**src/sce_pkg.sv**
```systemverilog
// ----------------------------------------------------------------------------
// sce_pkg
// Shared constants and types for the sensor change event extractor.
// ----------------------------------------------------------------------------
package sce_pkg;

   localparam int SCAN_BYTES = 10;
   localparam int POS_W      = $clog2(SCAN_BYTES);
   localparam int BYTE_W     = 8;
   localparam int LIMIT_W    = 7;
   localparam int KEEP_W     = 4;
   localparam int MOD_W      = 3;
   localparam int NUM_W      = 5;
   localparam int FIFO_DEPTH = 4;
   localparam int FIFO_PTR_W = $clog2(FIFO_DEPTH);

   localparam logic [LIMIT_W-1:0] LIMIT_RESET      = 7'd16;
   localparam logic [NUM_W-1:0]   SENSORS_PER_BYTE = 5'd8;

   // one classified word handed from front to back
   typedef struct packed {
      logic [BYTE_W-1:0] diff;   // changed bits
      logic [BYTE_W-1:0] level;  // new byte
      logic [POS_W-1:0]  pos;
      logic [KEEP_W-1:0] keep;   // events allowed from this word
      logic              eor;    // final word of a scan that recorded events
   } entry_type;

endpackage

```
**src/sce_front.sv**
```systemverilog
// ----------------------------------------------------------------------------
// sce_front
// Accepts report words, compares with the previous scan, applies the limit.
// ----------------------------------------------------------------------------
module sce_front (
   input  logic                        clock,
   input  logic                        reset,
   input  logic                        req_valid,
   output logic                        req_stall,
   input  logic [sce_pkg::BYTE_W-1:0]  req_sensor_byte,
   input  logic                        csr_wr_en,
   input  logic [sce_pkg::LIMIT_W-1:0] csr_wr_data,
   input  logic                        fifo_full,
   output logic                        fifo_push,
   output sce_pkg::entry_type          fifo_entry
);

   logic [sce_pkg::BYTE_W-1:0]  prev_ff [sce_pkg::SCAN_BYTES];
   logic [sce_pkg::POS_W-1:0]   pos_ff, pos_in;
   logic [sce_pkg::LIMIT_W-1:0] count_ff, count_in;
   logic [sce_pkg::LIMIT_W-1:0] limit_ff;

   logic [sce_pkg::BYTE_W-1:0]  diff;
   logic [sce_pkg::KEEP_W-1:0]  pop_cnt;
   logic [sce_pkg::LIMIT_W-1:0] room;
   logic [sce_pkg::KEEP_W-1:0]  keep;
   logic [sce_pkg::LIMIT_W:0]   count_sum;
   logic                        final_word;
   logic                        accept;

   assign req_stall = fifo_full;
   assign accept    = req_valid && !fifo_full;

   always_comb begin
      diff    = prev_ff[pos_ff] ^ req_sensor_byte;
      pop_cnt = '0;
      for (int i = 0; i < sce_pkg::BYTE_W; i++) begin
         pop_cnt = pop_cnt + sce_pkg::KEEP_W'(diff[i]);
      end
      room = (count_ff < limit_ff) ? limit_ff - count_ff : '0;
      keep = (room < sce_pkg::LIMIT_W'(pop_cnt)) ? room[sce_pkg::KEEP_W-1:0] : pop_cnt;
      count_sum  = {1'b0, count_ff} + (sce_pkg::LIMIT_W + 1)'(keep);
      final_word = (pos_ff == sce_pkg::POS_W'(sce_pkg::SCAN_BYTES - 1));

      if (final_word) begin
         pos_in   = '0;
         count_in = '0;
      end else begin
         pos_in   = pos_ff + 1'b1;
         count_in = count_sum[sce_pkg::LIMIT_W-1:0];
      end

      fifo_push        = accept;
      fifo_entry.diff  = diff;
      fifo_entry.level = req_sensor_byte;
      fifo_entry.pos   = pos_ff;
      fifo_entry.keep  = keep;
      fifo_entry.eor   = final_word && (count_sum != '0);
   end

   always_ff @(posedge clock) begin
      if (reset) begin
         pos_ff   <= '0;
         count_ff <= '0;
         limit_ff <= sce_pkg::LIMIT_RESET;
         for (int i = 0; i < sce_pkg::SCAN_BYTES; i++) begin
            prev_ff[i] <= '0;
         end
      end else begin
         if (csr_wr_en) begin
            limit_ff <= csr_wr_data;
         end
         if (accept) begin
            pos_ff          <= pos_in;
            count_ff        <= count_in;
            prev_ff[pos_ff] <= req_sensor_byte;
         end
      end
   end

endmodule

```
**src/sce_fifo.sv**
```systemverilog
// ----------------------------------------------------------------------------
// sce_fifo
// Short show-ahead queue between the front and the back.
// ----------------------------------------------------------------------------
module sce_fifo (
   input  logic               clock,
   input  logic               reset,
   input  logic               push,
   input  sce_pkg::entry_type push_entry,
   output logic               full,
   input  logic               pop,
   output sce_pkg::entry_type head,
   output logic               empty
);

   sce_pkg::entry_type              mem_ff [sce_pkg::FIFO_DEPTH];
   logic [sce_pkg::FIFO_PTR_W-1:0]  wr_ptr_ff, rd_ptr_ff;
   logic [sce_pkg::FIFO_PTR_W:0]    fill_ff, fill_in;
   logic                            do_push, do_pop;

   assign full    = (fill_ff == (sce_pkg::FIFO_PTR_W + 1)'(sce_pkg::FIFO_DEPTH));
   assign empty   = (fill_ff == '0);
   assign head    = mem_ff[rd_ptr_ff];
   assign do_push = push && !full;
   assign do_pop  = pop && !empty;

   always_comb begin
      fill_in = fill_ff;
      if (do_push && !do_pop) begin
         fill_in = fill_ff + 1'b1;
      end else if (do_pop && !do_push) begin
         fill_in = fill_ff - 1'b1;
      end
   end

   always_ff @(posedge clock) begin
      if (reset) begin
         wr_ptr_ff <= '0;
         rd_ptr_ff <= '0;
         fill_ff   <= '0;
      end else begin
         fill_ff <= fill_in;
         if (do_push) begin
            wr_ptr_ff <= wr_ptr_ff + 1'b1;
         end
         if (do_pop) begin
            rd_ptr_ff <= rd_ptr_ff + 1'b1;
         end
      end
   end

   always_ff @(posedge clock) begin
      if (do_push) begin
         mem_ff[wr_ptr_ff] <= push_entry;
      end
   end

endmodule

```
**src/sce_back.sv**
```systemverilog
// ----------------------------------------------------------------------------
// sce_back
// Serializes the allowed changed bits of each queued word into event results.
// ----------------------------------------------------------------------------
module sce_back (
   input  logic                       clock,
   input  logic                       reset,
   input  sce_pkg::entry_type         head,
   input  logic                       empty,
   output logic                       pop,
   output logic                       rsp_valid,
   input  logic                       rsp_stall,
   output logic                       rsp_event_valid,
   output logic [sce_pkg::MOD_W-1:0]  rsp_module_index,
   output logic [sce_pkg::NUM_W-1:0]  rsp_sensor_number,
   output logic                       rsp_is_on,
   output logic                       rsp_last_in_item,
   output logic                       rsp_end_of_report
);

   logic [sce_pkg::BYTE_W-1:0] done_ff, done_in;
   logic [sce_pkg::KEEP_W-1:0] sent_ff, sent_in;

   logic                       valid_ff, valid_in;
   logic                       ev_ff, ev_in;
   logic [sce_pkg::MOD_W-1:0]  mod_ff, mod_in;
   logic [sce_pkg::NUM_W-1:0]  num_ff, num_in;
   logic                       on_ff, on_in;
   logic                       last_ff, last_in;
   logic                       eor_ff, eor_in;

   logic [sce_pkg::BYTE_W-1:0] remaining;
   logic [2:0]                 bit_sel;
   logic                       out_free;
   logic                       load;
   logic                       last_event;

   assign out_free = !valid_ff || !rsp_stall;

   always_comb begin
      remaining = head.diff & ~done_ff;
      bit_sel   = '0;
      // lowest changed bit not yet sent
      for (int i = sce_pkg::BYTE_W - 1; i >= 0; i--) begin
         if (remaining[i]) begin
            bit_sel = 3'(i);
         end
      end
      last_event = (sce_pkg::KEEP_W'(sent_ff + 1'b1) == head.keep);

      pop     = 1'b0;
      load    = 1'b0;
      done_in = done_ff;
      sent_in = sent_ff;
      ev_in   = ev_ff;
      mod_in  = mod_ff;
      num_in  = num_ff;
      on_in   = on_ff;
      last_in = last_ff;
      eor_in  = eor_ff;

      if (!empty) begin
         if (head.keep == '0) begin
            if (!head.eor) begin
               pop = 1'b1;
            end else if (out_free) begin
               // marker-only word
               pop     = 1'b1;
               load    = 1'b1;
               ev_in   = 1'b0;
               mod_in  = '0;
               num_in  = '0;
               on_in   = 1'b0;
               last_in = 1'b1;
               eor_in  = 1'b1;
            end
         end else if (out_free) begin
            load    = 1'b1;
            ev_in   = 1'b1;
            mod_in  = sce_pkg::MOD_W'(head.pos >> 1);
            num_in  = (sce_pkg::SENSORS_PER_BYTE - sce_pkg::NUM_W'(bit_sel))
                      + (head.pos[0] ? sce_pkg::SENSORS_PER_BYTE : '0);
            on_in   = head.level[bit_sel];
            last_in = last_event;
            eor_in  = last_event && head.eor;
            if (last_event) begin
               pop     = 1'b1;
               done_in = '0;
               sent_in = '0;
            end else begin
               done_in = done_ff | (sce_pkg::BYTE_W'(1) << bit_sel);
               sent_in = sent_ff + 1'b1;
            end
         end
      end

      if (load) begin
         valid_in = 1'b1;
      end else if (out_free) begin
         valid_in = 1'b0;
      end else begin
         valid_in = valid_ff;
      end
   end

   always_ff @(posedge clock) begin
      if (reset) begin
         valid_ff <= 1'b0;
         done_ff  <= '0;
         sent_ff  <= '0;
      end else begin
         valid_ff <= valid_in;
         done_ff  <= done_in;
         sent_ff  <= sent_in;
      end
   end

   always_ff @(posedge clock) begin
      ev_ff   <= ev_in;
      mod_ff  <= mod_in;
      num_ff  <= num_in;
      on_ff   <= on_in;
      last_ff <= last_in;
      eor_ff  <= eor_in;
   end

   assign rsp_valid         = valid_ff;
   assign rsp_event_valid   = ev_ff;
   assign rsp_module_index  = mod_ff;
   assign rsp_sensor_number = num_ff;
   assign rsp_is_on         = on_ff;
   assign rsp_last_in_item  = last_ff;
   assign rsp_end_of_report = eor_ff;

endmodule

```
**src/sensor_change_event_extractor.sv**
```systemverilog
// ----------------------------------------------------------------------------
// sensor_change_event_extractor
// Turns scanned sensor report words into per-sensor change events.
// ----------------------------------------------------------------------------
// An accepted word is queued first; its results are then registered at the output.
// Throughput: one word per cycle into a four-entry queue while it is not full;
// the back end sends one result per cycle unless rsp_stall holds it, up to 8
// per word. The back end's serializer sets the sustained rate.
// Reset: synchronous; previous scan cleared to zero, position and count zero,
// event limit 16, queue and output empty.
module sensor_change_event_extractor (
   input  logic                        clock,
   input  logic                        reset,
   input  logic                        req_valid,
   output logic                        req_stall,
   input  logic [sce_pkg::BYTE_W-1:0]  req_sensor_byte,
   input  logic                        csr_wr_en,
   input  logic [sce_pkg::LIMIT_W-1:0] csr_wr_data,
   output logic                        rsp_valid,
   input  logic                        rsp_stall,
   output logic                        rsp_event_valid,
   output logic [sce_pkg::MOD_W-1:0]   rsp_module_index,
   output logic [sce_pkg::NUM_W-1:0]   rsp_sensor_number,
   output logic                        rsp_is_on,
   output logic                        rsp_last_in_item,
   output logic                        rsp_end_of_report
);

   sce_pkg::entry_type push_entry;
   sce_pkg::entry_type head;
   logic               push, full, pop, empty;

   sce_front u_front (
      .clock           (clock),
      .reset           (reset),
      .req_valid       (req_valid),
      .req_stall       (req_stall),
      .req_sensor_byte (req_sensor_byte),
      .csr_wr_en       (csr_wr_en),
      .csr_wr_data     (csr_wr_data),
      .fifo_full       (full),
      .fifo_push       (push),
      .fifo_entry      (push_entry)
   );

   sce_fifo u_fifo (
      .clock      (clock),
      .reset      (reset),
      .push       (push),
      .push_entry (push_entry),
      .full       (full),
      .pop        (pop),
      .head       (head),
      .empty      (empty)
   );

   sce_back u_back (
      .clock             (clock),
      .reset             (reset),
      .head              (head),
      .empty             (empty),
      .pop               (pop),
      .rsp_valid         (rsp_valid),
      .rsp_stall         (rsp_stall),
      .rsp_event_valid   (rsp_event_valid),
      .rsp_module_index  (rsp_module_index),
      .rsp_sensor_number (rsp_sensor_number),
      .rsp_is_on         (rsp_is_on),
      .rsp_last_in_item  (rsp_last_in_item),
      .rsp_end_of_report (rsp_end_of_report)
   );

endmodule

```
**config.mk**
```make
export PLATFORM = sky130hd
export DESIGN_NAME = sensor_change_event_extractor
export DESIGN_NICKNAME = d
export VERILOG_FILES = /design/src/sce_pkg.sv /design/src/sce_front.sv /design/src/sce_fifo.sv /design/src/sce_back.sv /design/src/sensor_change_event_extractor.sv
export SDC_FILE = /design/constraint.sdc
export NUM_CORES = 1
export LEC_CHECK = 0
export BUFFER_PORTS_ARGS = -buffer_cell sky130_fd_sc_hd__clkbuf_2
export CAP_MARGIN = 20
export CORE_ASPECT_RATIO = 0.9
export CORE_MARGIN = 2
export CORE_UTILIZATION = 56
export DETAILED_ROUTE_END_ITERATION = 6
export GPL_TIMING_DRIVEN = 0
export PLACE_DENSITY = 0.73
export REMOVE_ABC_BUFFERS = 1
export SLEW_MARGIN = 0
export SYNTH_ARGS = -nofsm -noshare
export SYNTH_HDL_FRONTEND = slang
export SYNTH_SLANG_ARGS = --single-unit
```
**constraint.sdc**
```tcl
create_clock -name clock -period 12.9 [get_ports clock]
set_input_delay 1.29 -clock clock [delete_from_list [all_inputs] [get_ports clock]]
set_output_delay 1.29 -clock clock [all_outputs]
set_load 0.01 [all_outputs]
```
### After elaboration in Yosys (flattened, before gate mapping)

Memory sizes are Yosys's and may differ from the RTL's. A register that Yosys moved wholly into a read port is not among the register bits.
Index checks and enable logic that the tools add are counted.
W data, S select, Z words.

* register bits: 50
* bits in writable memories: 180
* input port bits: 20
* output and inout bits: 14
* word-level logic and storage cells: 134
* memories kept: 2

* add/sub/neg operators: 17
* $lt $le $gt $ge: 3
* equality and inequality tests: 5
* shift operators: 1
* mux-type cells: 62
* bitwise logic cells: 6
* reductions and logical operators: 23

Memories
* u_fifo.mem_ff: depth 4, width 25, rd ports 1, clocked after memory_dff 1, wr ports 1, line sce_fifo.sv:16 `sce_pkg::entry_type mem_ff [sce_pkg::FIFO_DEPTH];`
* u_front.prev_ff: depth 10, width 8, rd ports 1, clocked after memory_dff 1, wr ports 10, line sce_front.sv:18 `logic [sce_pkg::BYTE_W-1:0] prev_ff [sce_pkg::SCAN_BYTES];`

Operators by type and width (count)
* $mux W3: 14
* $mux W1: 30
* $mux W4: 7
* $add A4 B1 Y4: 6
* $mux W5: 4
* $mux W8: 2
* $mux W7: 2
* $add A4 B1 Y4 const B: 2
* $add A7 B4 Y8: 1
* $and A8 B8 Y8: 1
* $not A8 Y8: 1
* $or A8 B8 Y8: 1
* $reduce_bool A8 Y1: 1
* $reduce_or A8 Y1: 1
* $shl A1 B3 Y8 const A: 1
* $xor A8 B8 Y8: 1
* $logic_and A1 B1 Y1: 7
* $lt A7 B4 Y1: 1
* $lt A7 B7 Y1: 1
* $sub A7 B7 Y7: 1
* $logic_not A1 Y1: 6
* $reduce_bool A2 Y1: 3
* $add A5 B5 Y5: 1
* $sub A4 B3 Y5 const A: 1
* other kinds (18): 21

### Longest topological paths before layout

* word-level depth: 14
* depth in mapped cells: 29
* gate-level depth less buffers: 27

### Hierarchy

From an unflattened synthesis, not the netlist that was laid out.

* cell total of the unflattened synthesis: 804
* area, all modules: 12489.5 µm²

By module, submodules not included
* sce_front: times used 1, cells each 499, area an instance 7034.2 µm², seq. area each 4284.1 µm²
* sce_fifo: times used 1, cells each 179, area an instance 4125.2 µm², seq. area each 3183.1 µm²
* sce_back: times used 1, cells each 126, area an instance 1330.0 µm², seq. area each 620.6 µm²

### Least setup slack after synthesis

OpenSTA, ideal clock, no wires.

* kind: register to register
* start: register with a tool-made name
* end: memory u_fifo.mem_ff[0][0] in the netlist's numbering (data pin)
* library setup time: 275 ps
* data arrival time: 7141 ps
* required time: 12625 ps
* slack: 5484 ps
* cell stages (with the launch flop): 28
* buffers on the path: 2
* period minus slack after synthesis: 7416 ps
* cells stage by stage: dfxtp_1 -> clkbuf_1 -> buf_2 -> mux4_2 -> mux4_2 -> xor2_1 -> ha_1 -> inv_1 -> fa_1 -> fa_1 -> fa_1 -> fa_1 -> ha_1 -> a21o_1 -> a21o_1 -> a21oi_1 -> o21ai_0 -> a211o_1 -> o21ai_0 -> o32ai_1 -> ha_1 -> fa_1 -> a21o_1 -> a21o_1 -> o21ai_0 -> mux2i_1 -> nor4_1 -> a21oi_1

RTL lines (line)
* to (decl): sce_fifo.sv:16

==> impl_metrics.env <==
export IMPL_path_max_fanout=19
export IMPL_start_util_pct=57.3
export IMPL_viasPerCell=5.90
export IMPL_switching_share_pct=30.4
export IMPL_total_power_mw=2.92
export IMPL_antennaDiodeCount=0
export IMPL_synthFlopType="edfxtp_1"
export IMPL_synth_cell_types=54
export IMPL_setup_viol=0
export IMPL_core_area_sq_um=21700
export IMPL_synth_top_family_by_area="multiplexers"
export IMPL_internal_power_mw=2.03
export IMPL_dpl_hpwl_mm=16.7
export IMPL_fmax_ghz=0.117
export IMPL_antenna_found_initial=1
export IMPL_powerDensity_nw_per_um2=209
export IMPL_drt_iter0_markers=651
export IMPL_rsz0062_at_grt="false"
export IMPL_multiInputGateArea_sq_um=4020
export IMPL_yosys_area_top_type="edfxtp_1"
export IMPL_crit_path_end_kind="flop"
export IMPL_synth_mux_area_share_pct=12.7
export IMPL_place_congestion=0.860
export IMPL_drt_wl_total_mm=24.7
export IMPL_slew_viol_final=0
export IMPL_drv_cap=0
export IMPL_slew_headroom_pct=26.4
export IMPL_cts_inserted_buffers=28
export IMPL_synth_simple_area_share_pct=9.33
export IMPL_switchingPower_mw=0.888
export IMPL_cts_setup_buffers=0
export IMPL_post_route_period_util_pct=66.2
export IMPL_hold_violations=0
export IMPL_remaining_drc_errors=0
export IMPL_rows=51
export IMPL_worstSkewPairLatency_ns=0.55
export IMPL_vias=6817
export IMPL_finalCriticalPeriod_ns=8.54
export IMPL_p_leak_nw=5.07
export IMPL_clock_power_share_pct=27.7
export IMPL_nets=902
export IMPL_pwr_share_comb_pct=30.0
export IMPL_ctsLongestPathBuffers=3
export IMPL_cts_sinks=284
export IMPL_max_vdd_ir_drop_v=0.000149
export IMPL_hold_class="flop to flop"
export IMPL_h_tree_depth=1
export IMPL_boundaryPins=34
export IMPL_fin_setup_tns_ns=0
export IMPL_ys_seq_area_share_pct=65.0
export IMPL_area_growth_pct=12.0
export IMPL_skew_ns=0.0231
export IMPL_fillers=1497
export IMPL_cp_data_arrival_time_ns=8.86
export IMPL_grt_pass1_vias=7121
export IMPL_port_buffers=33
export IMPL_synth_async_sr_flop_share_pct=0
export IMPL_synth_area_sq_um=12400
export IMPL_tightestPinTransition_ns=1.10
export IMPL_synthTopCellsByArea="edfxtp_1, mux4_2, dfxtp_1"
export IMPL_synth_compound_area_share_pct=4.01
export IMPL_ys_seq_elements=284
export IMPL_synthAdderAreaFrac_pct=4.04
export IMPL_ctsResizeCount=0
export IMPL_cp_required_ns=13.22
export IMPL_die_x_um=161
export IMPL_synth_xor_area_share_pct=2.22
export IMPL_globalRouteOverflowTotal=0
export IMPL_yosysWarnings=0
export IMPL_cts_hold_buffers=0
export IMPL_yosysTopAreaCellShare_pct=57.9
export IMPL_drt_pass1_iter_count=5
export IMPL_grt_pass1_wl_mm=38.6
export IMPL_start_kind="flop"
export IMPL_clk_pin_slew_ns=0.06
export IMPL_drive_gt1_share_pct=18.3
export IMPL_avgRoutedWirePerCell_um=21.4
export IMPL_p_seq_share_pct=42.3
export IMPL_syn_inst=807
export IMPL_design_die_area_sq_um=23400
export IMPL_avgSynthCellArea_sq_um=15.4
export IMPL_grt_max_degree=35
export IMPL_antenna_left=0
export IMPL_cts_root_buffer="clkbuf_16"
export IMPL_cts_tree="done"
export IMPL_grt_total_usage_pct=21.3
export IMPL_dieHeight_um=145
export IMPL_seq_area_sq_um=8090
export IMPL_status="completed"
export IMPL_synth_edff_count=240
export IMPL_path_class="flop to flop"
cell usage in the layout (no fill, tap or decap), types with 29 or more instances in the layout:
cell / n
and2_1: 47
clkbuf_16: 29
clkbuf_2: 33
dfxtp_1: 42
edfxtp_1: 240
ha_1: 29
inv_1: 43
mux4_2: 63
nand2_1: 30
nor2_1: 71
cell type report:
cell class,instances,share of cell area (%)
sequential,284,58.1
tap,291,2.61
multi-input combinational,444,28.9
timing repair buffer,43,2.66
clock inverter,10,0.854
clock buffer,39,5.70
inverter,45,1.21
registers in the layout, indices dropped and copies added, names as in the netlist, 4 cells and up, named ones only:
signal	cells
u_front.prev_ff	128
u_fifo.mem_ff	100
u_back.done_ff	8
u_front.count_ff	7
u_front.limit_ff	7
u_back.rsp_sensor_number	5
u_back.sent_ff	4
u_front.pos_ff	4
power by group through the flow:
stage	Sequential, mW	Clock [mW]	Combinational (mW)
5_1_grt	1.24	0.856	0.971
3_3_place_gp	1.25	0	0.791
4_1_cts	1.24	0.818	0.874
3_5_place_dp	1.25	0	0.869
6_report	1.23	0.808	0.875
2_1_floorplan	1.25	0	0.602
cells by family (layout without fill, tap and decap cells):
| family | Yosys count | after routing |
|---|---|---|
| simple gates | 224 | 224 |
| fa+ha+maj | 36 | 36 |
| flops | 284 | 284 |
| mux | 76 | 76 |
| xor+xnor | 30 | 30 |
| buf+inv | 79 | 137 |
| compound gates | 78 | 78 |
cells in the mapped netlist, drive strengths merged, types with 11 or more instances:
cell and n:
edfxtp 240, nor2 71, mux4 65, and2 47, inv 45, dfxtp 44
nand2 31, ha 29, o21ai 23, clkbuf 22, a21oi 19, xor2 15
nor2b 14, xnor2 14, buf 12, mux2i 11, nand2b 11, nand3 11
through the flow:
step	instance area, sq um	cells	utilization, %	worst slack (ns)	hold slack [ns]
after detailed placement	13000	1105	59.9	4.40	0.459
after global routing	13900	1156	64.2	3.86	0.503
final	13900	1156	64.2	4.36	0.477
after global placement	12800	1097	59.0	3.58	0.448
after CTS	13900	1154	64.1	4.33	0.475
after floorplan	12300	773	-	4.73	0.428
metal layers:
metal	vias to the layer above	GRT usage [%]	wire length, um
met4	0	5.18	549
li1	3090	-	-
met3	40	3.08	1370
met5	-	0	0
met1	3448	28.7	10100
met2	239	37.3	12700
worst max-delay path, cell delays in order, from the launching register on:
cell	delay (ns)
dfxtp_2	0.66
buf_12	0.27
mux4_2	0.55
mux4_2	0.50
xor2_1	0.41
ha_1	0.31
inv_1	0.08
fa_1	0.44
fa_1	0.49
fa_1	0.44
fa_1	0.49
ha_1	0.32
a21o_1	0.19
a21o_1	0.17
a21oi_1	0.13
o21ai_0	0.13
a211o_1	0.33
o21ai_0	0.22
o32ai_1	0.30
ha_1	0.29
fa_1	0.40
a21o_1	0.18
a21o_1	0.21
and3_1	0.22
mux2i_1	0.15
nor4_1	0.07
a21oi_1	0.34
worst paths after layout:
check	cells after the start	endpoint	slack [ns]	start
hold reg to reg	2	u_back.done_ff[1]	0.48	u_back.done_ff[1]
setup reg to reg	26	u_fifo.mem_ff[3][0]	4.36	flop
setup / recovery	26	u_fifo.mem_ff[3][0]	4.36	flop
hold / removal	2	u_back.done_ff[1]	0.48	u_back.done_ff[1]
No activity file was read; power rests on OpenSTA's default activity.
